[config.mk]
export PLATFORM = sky130hd
export DESIGN_NAME = rpn_truth_table_evaluator
export DESIGN_NICKNAME = d
export VERILOG_FILES = /design/src/design/rte_pkg.sv /design/src/design/rte_decode.sv /design/src/design/rte_core.sv /design/src/design/rpn_truth_table_evaluator.sv
export VERILOG_INCLUDE_DIRS = /design/src /design/src/design
export SDC_FILE = /design/constraint.sdc
export NUM_CORES = 1
export LEC_CHECK = 0
export BUFFER_PORTS_ARGS = -buffer_cell sky130_fd_sc_hd__buf_2
export CELL_PAD_IN_SITES_DETAIL_PLACEMENT = 0
export CELL_PAD_IN_SITES_GLOBAL_PLACEMENT = 1
export CORE_ASPECT_RATIO = 1.75
export CORE_UTILIZATION = 51
export CTS_BUF_LIST = sky130_fd_sc_hd__clkbuf_2
export DETAILED_ROUTE_END_ITERATION = 16
export PLACE_DENSITY = 0.72
export SLEW_MARGIN = 20
export SYNTH_ARGS = -nofsm -noshare
export SYNTH_HDL_FRONTEND = slang
export SYNTH_SLANG_ARGS = --single-unit
[constraint.sdc]
create_clock -name clk -period 21.1 [get_ports clk]
set_clock_uncertainty 0.2 [all_clocks]
set_input_delay 2.11 -clock clk [delete_from_list [all_inputs] [get_ports clk]]
set_output_delay 2.11 -clock clk [all_outputs]
set_load 0.02 [all_outputs]
[src/design/rpn_truth_table_evaluator_assert.svh]
// Assertion macros for the postfix evaluator.
// Each macro takes a label, the clock, the active-low reset and a property.
`ifndef RPN_TRUTH_TABLE_EVALUATOR_ASSERT_SVH
`define RPN_TRUTH_TABLE_EVALUATOR_ASSERT_SVH
`ifndef SYNTHESIS
`define RTE_ASSERT(lbl, clk, rst_n, prop) \
  lbl: assert property (@(posedge clk) disable iff (!rst_n) prop) \
    else $error("assertion failed");
`define RTE_ASSERT_NEVER(lbl, clk, rst_n, cond) \
  lbl: assert property (@(posedge clk) disable iff (!rst_n) !(cond)) \
    else $error("forbidden condition seen");
`else
`define RTE_ASSERT(lbl, clk, rst_n, prop)
`define RTE_ASSERT_NEVER(lbl, clk, rst_n, cond)
`endif
`endif

[src/design/rte_pkg.sv]
`timescale 1ns / 1ps
package rte_pkg;

  localparam int STACK_DEPTH = 32;
  localparam int DEPTH_W     = $clog2(STACK_DEPTH + 1);

  localparam logic [2:0] ST_OK       = 3'd0;
  localparam logic [2:0] ST_BADCHAR  = 3'd1;
  localparam logic [2:0] ST_OPERAND  = 3'd2;
  localparam logic [2:0] ST_OVERFLOW = 3'd3;
  localparam logic [2:0] ST_DEPTH    = 3'd4;
  localparam logic [2:0] ST_NOTERM   = 3'd5;

  localparam logic [15:0] VEC_A = 16'hFF00;
  localparam logic [15:0] VEC_B = 16'hF0F0;
  localparam logic [15:0] VEC_C = 16'hCCCC;
  localparam logic [15:0] VEC_D = 16'hAAAA;
  localparam logic [15:0] VEC_T = 16'hFFFF;
  localparam logic [15:0] VEC_F = 16'h0000;

  localparam logic [7:0] CH_SPACE = 8'h20;

  typedef enum logic [3:0] {
    OP_SKIP,
    OP_PUSH,
    OP_INV,
    OP_AND,
    OP_OR,
    OP_XOR,
    OP_TERM,
    OP_EOT,
    OP_BAD
  } op_t;

  typedef struct packed {
    op_t         op;
    logic [15:0] vec;
  } dec_t;

  typedef struct packed {
    logic [7:0] char_code;
    logic       end_of_text;
  } in_t;

  typedef struct packed {
    logic [2:0]  status;
    logic [15:0] true_mask;
    logic [15:0] dont_care_mask;
  } out_t;

endpackage

[src/design/rte_decode.sv]
`timescale 1ns / 1ps
module rte_decode (
  input  rte_pkg::in_t  beat,
  output rte_pkg::dec_t dec
);

  always_comb begin
    dec.op  = rte_pkg::OP_BAD;
    dec.vec = rte_pkg::VEC_F;
    if (beat.end_of_text) begin
      dec.op = rte_pkg::OP_EOT;
    end else if (beat.char_code == 8'(";")) begin
      dec.op = rte_pkg::OP_TERM;
    end else if (beat.char_code <= rte_pkg::CH_SPACE || beat.char_code[7]) begin
      // control bytes, space and the upper half read as whitespace
      dec.op = rte_pkg::OP_SKIP;
    end else begin
      case (beat.char_code)
        8'("a"), 8'("A"): begin
          dec.op  = rte_pkg::OP_PUSH;
          dec.vec = rte_pkg::VEC_A;
        end
        8'("b"), 8'("B"): begin
          dec.op  = rte_pkg::OP_PUSH;
          dec.vec = rte_pkg::VEC_B;
        end
        8'("c"), 8'("C"): begin
          dec.op  = rte_pkg::OP_PUSH;
          dec.vec = rte_pkg::VEC_C;
        end
        8'("d"), 8'("D"): begin
          dec.op  = rte_pkg::OP_PUSH;
          dec.vec = rte_pkg::VEC_D;
        end
        8'("t"), 8'("T"): begin
          dec.op  = rte_pkg::OP_PUSH;
          dec.vec = rte_pkg::VEC_T;
        end
        8'("f"), 8'("F"): begin
          dec.op  = rte_pkg::OP_PUSH;
          dec.vec = rte_pkg::VEC_F;
        end
        8'("!"), 8'("~"): dec.op = rte_pkg::OP_INV;
        8'("&"):          dec.op = rte_pkg::OP_AND;
        8'("|"):          dec.op = rte_pkg::OP_OR;
        8'("^"):          dec.op = rte_pkg::OP_XOR;
        default:          dec.op = rte_pkg::OP_BAD;
      endcase
    end
  end

endmodule

[src/design/rte_core.sv]
`timescale 1ns / 1ps
module rte_core (
  input  logic          clk,
  input  logic          rst_n,
  input  rte_pkg::dec_t dec,
  input  logic          adv,
  output rte_pkg::out_t res,
  output logic          res_vld
);

  typedef enum logic [1:0] {
    ACT_HOLD,
    ACT_PUSH,
    ACT_SET_TOP,
    ACT_POP
  } act_t;

  localparam logic [rte_pkg::DEPTH_W-1:0] DEPTH_FULL = rte_pkg::DEPTH_W'(rte_pkg::STACK_DEPTH);
  localparam logic [rte_pkg::DEPTH_W-1:0] DEPTH_ONE  = rte_pkg::DEPTH_W'(1);
  localparam logic [rte_pkg::DEPTH_W-1:0] DEPTH_TWO  = rte_pkg::DEPTH_W'(2);

  // entry 0 is the top of stack; push shifts down, pop shifts up
  logic [15:0]                  stk_r [rte_pkg::STACK_DEPTH];
  logic [rte_pkg::DEPTH_W-1:0]  depth_r, depth_nxt;
  logic [2:0]                   err_r, err_nxt;
  act_t                         act;
  logic [15:0]                  top_nxt;

  always_comb begin
    depth_nxt = depth_r;
    err_nxt   = err_r;
    act       = ACT_HOLD;
    top_nxt   = dec.vec;
    res       = '0;
    res_vld   = 1'b0;
    case (dec.op)
      rte_pkg::OP_EOT: begin
        res_vld    = 1'b1;
        res.status = (err_r != rte_pkg::ST_OK) ? err_r : rte_pkg::ST_NOTERM;
        depth_nxt  = '0;
        err_nxt    = rte_pkg::ST_OK;
      end
      rte_pkg::OP_TERM: begin
        res_vld   = 1'b1;
        depth_nxt = '0;
        err_nxt   = rte_pkg::ST_OK;
        if (err_r != rte_pkg::ST_OK) begin
          res.status = err_r;
        end else if (depth_r == DEPTH_ONE) begin
          res.status    = rte_pkg::ST_OK;
          res.true_mask = stk_r[0];
        end else if (depth_r == DEPTH_TWO) begin
          res.status         = rte_pkg::ST_OK;
          res.true_mask      = stk_r[1] & stk_r[0];
          res.dont_care_mask = ~stk_r[0];
        end else begin
          res.status = rte_pkg::ST_DEPTH;
        end
      end
      rte_pkg::OP_PUSH: begin
        if (err_r == rte_pkg::ST_OK) begin
          if (depth_r == DEPTH_FULL) begin
            err_nxt = rte_pkg::ST_OVERFLOW;
          end else begin
            act       = ACT_PUSH;
            depth_nxt = depth_r + DEPTH_ONE;
          end
        end
      end
      rte_pkg::OP_INV: begin
        if (err_r == rte_pkg::ST_OK) begin
          if (depth_r < DEPTH_ONE) begin
            err_nxt = rte_pkg::ST_OPERAND;
          end else begin
            act     = ACT_SET_TOP;
            top_nxt = ~stk_r[0];
          end
        end
      end
      rte_pkg::OP_AND, rte_pkg::OP_OR, rte_pkg::OP_XOR: begin
        if (err_r == rte_pkg::ST_OK) begin
          if (depth_r < DEPTH_TWO) begin
            err_nxt = rte_pkg::ST_OPERAND;
          end else begin
            act       = ACT_POP;
            depth_nxt = depth_r - DEPTH_ONE;
            if (dec.op == rte_pkg::OP_AND) begin
              top_nxt = stk_r[1] & stk_r[0];
            end else if (dec.op == rte_pkg::OP_OR) begin
              top_nxt = stk_r[1] | stk_r[0];
            end else begin
              top_nxt = stk_r[1] ^ stk_r[0];
            end
          end
        end
      end
      rte_pkg::OP_BAD: begin
        if (err_r == rte_pkg::ST_OK) begin
          err_nxt = rte_pkg::ST_BADCHAR;
        end
      end
      default: ;
    endcase
  end

  always_ff @(posedge clk) begin
    if (!rst_n) begin
      depth_r <= '0;
      err_r   <= rte_pkg::ST_OK;
    end else if (adv) begin
      depth_r <= depth_nxt;
      err_r   <= err_nxt;
    end
  end

  always_ff @(posedge clk) begin
    if (adv) begin
      case (act)
        ACT_PUSH: begin
          stk_r[0] <= top_nxt;
          for (int i = 1; i < rte_pkg::STACK_DEPTH; i++) begin
            stk_r[i] <= stk_r[i-1];
          end
        end
        ACT_SET_TOP: stk_r[0] <= top_nxt;
        ACT_POP: begin
          stk_r[0] <= top_nxt;
          for (int i = 1; i < rte_pkg::STACK_DEPTH - 1; i++) begin
            stk_r[i] <= stk_r[i+1];
          end
        end
        default: ;
      endcase
    end
  end

endmodule

[src/design/rpn_truth_table_evaluator.sv]
`timescale 1ns / 1ps
// Postfix boolean evaluator over a..d, 16 truth combinations per vector.
// A beat is accepted into the input register and executed from there; its result,
// if any, goes into the output register, and an output stall holds both back.
// Throughput: one character per cycle unless a result is stalled; the single
// execute stage updates the shift-register vector stack from the input register.
// Reset: synchronous, active low; clears valid flags, stack depth and error.
// Stack contents are not cleared.
`include "rpn_truth_table_evaluator_assert.svh"
module rpn_truth_table_evaluator (
  input  logic          clk,
  input  logic          rst_n,
  input  logic          in_valid,
  output logic          in_stall,
  input  rte_pkg::in_t  in_data,
  output logic          out_valid,
  input  logic          out_stall,
  output rte_pkg::out_t out_data
);

  rte_pkg::in_t  in_r;
  logic          in_vld_r, in_vld_nxt;
  rte_pkg::out_t out_r;
  logic          out_vld_r, out_vld_nxt;
  rte_pkg::dec_t dec;
  rte_pkg::out_t res;
  logic          res_vld;
  logic          adv;
  logic          in_acc;

  // execute when the result slot is free or drains this cycle
  assign adv      = in_vld_r && (!out_vld_r || !out_stall);
  assign in_stall = in_vld_r && !adv;
  assign in_acc   = in_valid && !in_stall;

  always_comb begin
    in_vld_nxt = in_vld_r;
    if (in_acc) begin
      in_vld_nxt = 1'b1;
    end else if (adv) begin
      in_vld_nxt = 1'b0;
    end
    out_vld_nxt = out_vld_r;
    if (adv && res_vld) begin
      out_vld_nxt = 1'b1;
    end else if (!out_stall) begin
      out_vld_nxt = 1'b0;
    end
  end

  always_ff @(posedge clk) begin
    if (!rst_n) begin
      in_vld_r  <= 1'b0;
      out_vld_r <= 1'b0;
    end else begin
      in_vld_r  <= in_vld_nxt;
      out_vld_r <= out_vld_nxt;
    end
  end

  always_ff @(posedge clk) begin
    if (in_acc) begin
      in_r <= in_data;
    end
    if (adv && res_vld) begin
      out_r <= res;
    end
  end

  rte_decode u_decode (
    .beat (in_r),
    .dec  (dec)
  );

  rte_core u_core (
    .clk     (clk),
    .rst_n   (rst_n),
    .dec     (dec),
    .adv     (adv),
    .res     (res),
    .res_vld (res_vld)
  );

  assign out_valid = out_vld_r;
  assign out_data  = out_r;

  `RTE_ASSERT(a_err_masks_zero, clk, rst_n, (out_vld_r && out_r.status != rte_pkg::ST_OK) |-> (out_r.true_mask == 16'h0 && out_r.dont_care_mask == 16'h0))
  `RTE_ASSERT(a_stall_cause, clk, rst_n, in_stall |-> (in_vld_r && out_vld_r && out_stall))
  `RTE_ASSERT(a_accept_loads, clk, rst_n, in_acc |=> in_vld_r)
  `RTE_ASSERT_NEVER(a_bad_status, clk, rst_n, out_vld_r && out_r.status > rte_pkg::ST_NOTERM)

endmodule
==> results of run 1 <==
## power by group
part	leakage, nW	internal [mW]	total [mW]	switching (mW)
clock	0.904	0.287	0.694	0.408
combinational	2.65	0.0208	0.0583	0.0374
sequential	4.50	1.24	1.25	0.0101
total	8.06	1.55	2.00	0.455
## through the flow
step / power, mW / setup WS [ns] / area, µm²
6_report: 2.00 / 15.73 / 27100
5_1_grt: 2.10 / 15.37 / 27100
4_1_cts: 2.04 / 15.40 / 27100
3_5_place_dp: 1.34 / 15.02 / 25900
3_3_place_gp: 1.33 / 15.11 / 25900
2_1_floorplan: 1.33 / 8.34 / 25200
## routing by layer
| layer | vias to the layer above | global-route usage (%) |
|---|---|---|
| met5 | - | 0 |
| met4 | 0 | 10.8 |
| met2 | 289 | 28.5 |
| met3 | 110 | 3.76 |
| met1 | 6288 | 19.6 |
| li1 | 6121 | - |
## worst paths after layout
kind | from | end | slack (ns)
setup / recovery | in_r[2] | u_core.stk_r[11][6] | 15.73
hold / removal | u_core.stk_r[30][13] | u_core.stk_r[31][13] | 0.25
setup reg to reg | in_r[2] | u_core.stk_r[11][6] | 15.73
hold reg to reg | u_core.stk_r[30][13] | u_core.stk_r[31][13] | 0.25
## cell type report
type / count / area (µm²) / share of cell area (%)
tap: 654 / 818 / 3.02
inverter: 39 / 154 / 0.568
timing repair buffer: 62 / 395 / 1.46
clock inverter: 28 / 213 / 0.785
antenna: 1 / 2.50 / 0.00924
multi-input combinational: 793 / 7660 / 28.3
sequential: 566 / 16900 / 62.4
clock buffer: 190 / 951 / 3.51
## worst max-delay path, stage by stage, from the launching register on
cell and delay, ns:
edfxtp_1 0.62, nor2b_1 0.46, o311a_1 0.38, o32ai_1 0.20
a211oi_1 0.57, o21ai_0 0.40, inv_8 0.52, buf_6 0.71
buf_4 0.80
## Yosys cell counts, drive strengths merged (8+ instances only)
library cell,count
buf,57
a21oi,27
dfxtp,10
mux2,480
nand3,22
ha,37
nor3,16
nor2,38
o211ai,17
a22o,17
o221ai,11
clkbuf,20
edfxtp,556
inv,38
a22oi,8
o21ai,20
nand2,23
## flip-flops by register name, indices dropped and copies added, names as in the netlist
| register | flops |
|---|---|
| in_vld_r | 1 |
| out_valid | 1 |
| u_core.depth_r | 6 |
| u_core.stk_r | 512 |
| in_r | 9 |
| out_data | 35 |
| u_core.err_r | 2 |
## cells by family (layout without fill, tap and decap cells)
family                     count (synthesis)  in the layout  synth area share, %
and+or+nand+nor                          135            135                 2.81
buffers and inverters                    116            319                 2.57
xor gates and xnor gates                   2              2               0.0696
muxes                                    481            481                 21.5
adders and majority gates                 37             37                 1.84
DFF                                      566            566                 67.1
other                                      0              1                    0
AOI/OAI and AO/OA                        138            138                 4.10
==> impl_metrics.toml, run 1 <==
[outcome]
status = "finished clean"

[placed_design]
gp_congestion = 0.838
post-place-cells = 2113
io_buffers = 49
dp_hpwl_um = 25200

[layout]
fin_nets = 1646
fill_cells = 4098
final_cell_mix = "556 x edfxtp_1, 400 x mux2_2, 190 x clkbuf_2, 80 x mux2_1, 49 x buf_2"
final_cells = 2333
final_util_pct = 55.6
drive_gt1_share_pct = 40.6
mostFrequentLayoutCell = "edfxtp_1"
syn_to_final_growth_pct = 7.60

[floorplanning]
dieArea_um2 = 50300
die_y_um = 296
std_cell_rows = 107
die_x_um = 170
ios = 50
core-area_um2 = 48700
start_util_pct = 51.7

[route]
met2_length_um = 20600
wl_um = 40900
drc = 0
wl_met3_um = 1600
drt_iter0_markers = 807
routedWlPerCell_um = 17.5
ant_nets = 0
m1WireLength_um = 16800
first_pass_iters = 4
top_layer_used = "met4"
viasPerCell = 5.49
num_vias = 12808

[timing]
timing.fmax_mhz = 186
setup-tns-final_ns = 0
fin_crit_sh_pct = 25.4
slew_headroom_pct = 28.3
maxSlewViolCount = 0
setup_viol = 0
hold_viol = 0
fin_crit_ns = 5.37
hold_ws_ns = 0.252
tightest_slew_ns = 1.07
rsz0062_at_grt = "false"

[synthesis]
ys_types = 67
yosysTopAreaCell = "edfxtp_1"
avgSynthCellArea_um2 = 17.1
synth_top_area_share_pct = 66.3
yosys-top-cells-area = "edfxtp_1 66%, mux2_2 18%, mux2_1 3.6%, ha_1 1.8%, dfxtp_1 0.80%"
synth_edf_count = 556
async_reset_ff_share_pct = 0
synth_ff_type = "edfxtp_1"
yosysWarnings = 0
seq_area_frac_synth_pct = 67.1
netlist_area_um2 = 25200
synth_fp_nets = 1525
ys_ff_latch = 566
syn-instance-count = 1475

[grt]
antenna_found_initial = 1
grt_max_degree = 238
grtUsageTotal_pct = 17.0
first_global_vias = 13446
grt-ovfl-total = 0
grt_pass1_wl_um = 67700

[clock_network]
post-cts-setup-buffers = 0
cts_root_buf = "clkbuf_2"
h-tree-depth = 4
clock_path_buffers = 3
cts_tree = "built"
cts_resized = 0
clock-sinks = 566
clkLatencyLatePin_ns = 1.07
cts_buffers = 134
holdBufCountCts = 0
cts.clk_slew.worst_paths_ns = 0.10

[pwr]
p_per_area_nw_per_um2 = 73.9
vdd_drop_max_v = 0.0000308
leakagePower_nw = 8.06

[flow_run]
cap_viol_max_count = 0

[setup_path]
critPathRequiredTime_ns = 21.54
end_kind = "flop"
worstSetupPathType = "reg -> reg"
worstRegToRegCells = 8
cp-start-kind = "flop"
path_max_fanout = 92
cp.arrival_ns = 5.81

[worst_hold_path]
hold_class = "reg -> reg"
whs_path_depth = 0
Power figures use the tool's default switching activity.
==> inputs of run 2 (changes only) <==
ABC_AREA = 1   (was default)
PLACE_DENSITY = 0.78   (was 0.72)
clock period = 5.5 ns   (was 21.1 ns; I/O delays follow)
==> run 2 against run 1 <==
Critical path depth up 5. Hold slack worse by 0.15 ns. Non-clock buffer count rose by 31. Setup slack worse by 14 ns. Synthesized area rose by 2.3%.
==> impl_metrics.toml, run 2 <==
[synthesis]
netlist_area_um2 = 25800
yosys-top-cells-area = "edfxtp_1 65%, nand2_1 15%, nand3_1 5.7%, inv_1 2.3%, o21ai_0 2.2%"
ys_ff_latch = 566
synth_ff_type = "edfxtp_1"
synth_edf_count = 556
yosysTopAreaCell = "edfxtp_1"
synth_commonest_cells = "1,002 x nand2_1, 556 x edfxtp_1, 293 x nand3_1"
syn-instance-count = 2533
yosysMostFrequentCell = "nand2_1"
seq_area_frac_synth_pct = 65.6
ys_types = 33
synth_top_area_share_pct = 64.8
yosysWarnings = 0
async_reset_ff_share_pct = 0
synth_fp_nets = 2583
avgSynthCellArea_um2 = 10.2

[timing]
slew_headroom_pct = 24.4
maxSlewViolCount = 0
fin_crit_sh_pct = 70.6
rsz0062_at_grt = "false"
hold_viol = 0
setup_viol = 0
fin_crit_ns = 3.88
setup_slack_ns = 1.62
tightest_slew_ns = 1.13
timing.fmax_mhz = 258

[layout]
largest_register_ff_count = 512
largest-register = "u_core.stk_r"
fin_area_um2 = 27800
final_cell_mix = "1,000 x nand2_1, 556 x edfxtp_1, 290 x nand3_1, 193 x clkbuf_2, 157 x inv_1"
mostFrequentLayoutCell = "nand2_1"
syn_to_final_growth_pct = 7.84
fill_cells = 4630
fin_nets = 2667
drive_gt1_share_pct = 11.5

[floorplanning]
start_util_pct = 51.8
die_y_um = 299
die_x_um = 172
core-area_um2 = 49700
dieArea_um2 = 51500
ios = 50
std_cell_rows = 108

[grt]
first_global_vias = 18093
antenna_found_initial = 1
grt_max_degree = 224
grt-ovfl-total = 0
grtUsageTotal_pct = 21.2
grt_pass1_wl_um = 88200

[route]
viasPerCell = 5.37
num_vias = 18095
drt_iter0_markers = 1452
first_pass_iters = 5
drc = 0
ant_nets = 0
routedWlPerCell_um = 15.8
wl_um = 53200

[pwr]
pwr-share-comb_pct = 6.8
p_seq_share_pct = 60.3
p_per_area_nw_per_um2 = 293
p_int_mw = 5.99
pwr-share-clk_pct = 32.8
leakagePower_nw = 11.6
switching_share_pct = 26.5
vdd_drop_max_v = 0.000156
power.switching_mw = 2.15
p_total_mw = 8.14

[clock_network]
h-tree-depth = 4
cts_root_buf = "clkbuf_2"
clock-sinks = 566
clkLatencyLatePin_ns = 1.17
cts_tree = "built"
cts_resized = 0
cts.clk_slew.worst_paths_ns = 0.14
post-cts-setup-buffers = 0
cts_buffers = 136
clock_path_buffers = 3

[placed_design]
gp_congestion = 0.852
post_dp_cell_area_um2 = 26400
io_buffers = 49
pre_cts_ws_ns = 1.75
dp_hpwl_um = 30500

[setup_path]
critPathRequiredTime_ns = 6.02
reg2reg_slack_ns = 1.62
worstRegToRegCells = 13
worstSetupPathType = "reg -> reg"
cp.arrival_ns = 4.40
reg2reg_from = "in_r[5]"
cp-start-kind = "flop"
path_max_fanout = 145
end_kind = "flop"
rr_endpoint = "u_core.stk_r[13][14]"

[outcome]
status = "finished clean"

[flow_run]
cap_viol_max_count = 0

[worst_hold_path]
holdPathEnd = "u_core.err_r[0]"
hold_class = "in -> reg"
whs_path_depth = 4
hold_start = "rst_n"
-- run 2: through the flow --
step	hold WS [ns]	std cells	util, %	TNS [ns]
floorplan	0.227	2533	-	-1821.29
global placement	0.239	3113	53.0	0
detailed placement	0.238	3113	53.0	0
CTS	0.00120	3370	55.9	0
global route	0.0428	3371	55.9	0
finish	0.101	3371	55.9	0
-- run 2: worst max path at each step --
| stage | startpoint | depth (start not counted) | to | slack (ns) |
|---|---|---|---|---|
| 5_1_grt | in_r[6] | 13 | u_core.stk_r[4][11] | 1.36 |
| 2_1_floorplan | in_r[1] | 13 | u_core.stk_r[10][0] | -3.79 |
| 6_report | in_r[5] | 13 | u_core.stk_r[13][14] | 1.62 |
| 3_5_place_dp | in_r[5] | 14 | u_core.stk_r[15][12] | 1.75 |
| 4_1_cts | in_r[5] | 14 | u_core.stk_r[4][11] | 1.67 |
| 3_3_place_gp | in_r[5] | 14 | u_core.stk_r[15][12] | 1.83 |
-- run 2: what timing repair did --
item / CTS / global route
hold endpoints to repair: 28 / 0
hold buffers: 26 / 0
endpoints found under the setup margin: 0 / 0
-- run 2: metal layers --
| layer | GRT usage (%) | part of all wire [%] |
|---|---|---|
| met5 | 0 | 0 |
| met4 | 8.95 | 2.6 |
| met3 | 4.11 | 4.1 |
| met2 | 35.0 | 50 |
| met1 | 27.1 | 43 |
-- run 2: power by group through the flow --
stage / clock [mW] / combinational (mW) / sequential (mW)
finish: 2.67 / 0.557 / 4.91
global route: 2.98 / 0.631 / 4.92
CTS: 2.78 / 0.565 / 4.91
detailed placement: 0 / 0.548 / 5.01
global placement: 0 / 0.534 / 5.01
floorplan: 0 / 0.413 / 5.02
-- run 2: layout make-up --
| class | count | area [µm²] | area share [%] |
|---|---|---|---|
| Clock buffer | 193 | 966 | 3.48 |
| Sequential cell | 566 | 16900 | 60.8 |
| Timing Repair Buffer | 93 | 766 | 2.76 |
| Multi-Input combinational cell | 1656 | 7520 | 27.1 |
| Clock inverter | 38 | 181 | 0.653 |
| Inverter | 164 | 628 | 2.26 |
| Antenna cell | 1 | 2.50 | 0.00901 |
| Tap cell | 660 | 826 | 2.97 |
-- run 2: cells by family after synthesis --
group	count (synthesis)	synth area share (%)
AND/OR/NAND/NOR	1407	22.5
flip-flops	566	65.6
buffers and inverters	311	5.49
AO/OA/AOI/OAI	208	4.47
adder cells (fa/ha/maj)	37	1.80
XOR/XNOR	4	0.136
-- run 2: critical path: stages (launching register included) --
cell and delay, ns:
edfxtp_1 0.49, nand2_1 0.12, nor2_1 0.05, nand2_1 0.09
nand3_1 0.10, nor2_2 0.22, nand3_2 0.15, nand4_2 0.09
buf_4 0.31, nand2_1 0.16, nand2_1 0.11, nand3_2 0.27
nor2_4 0.33, buf_12 0.56
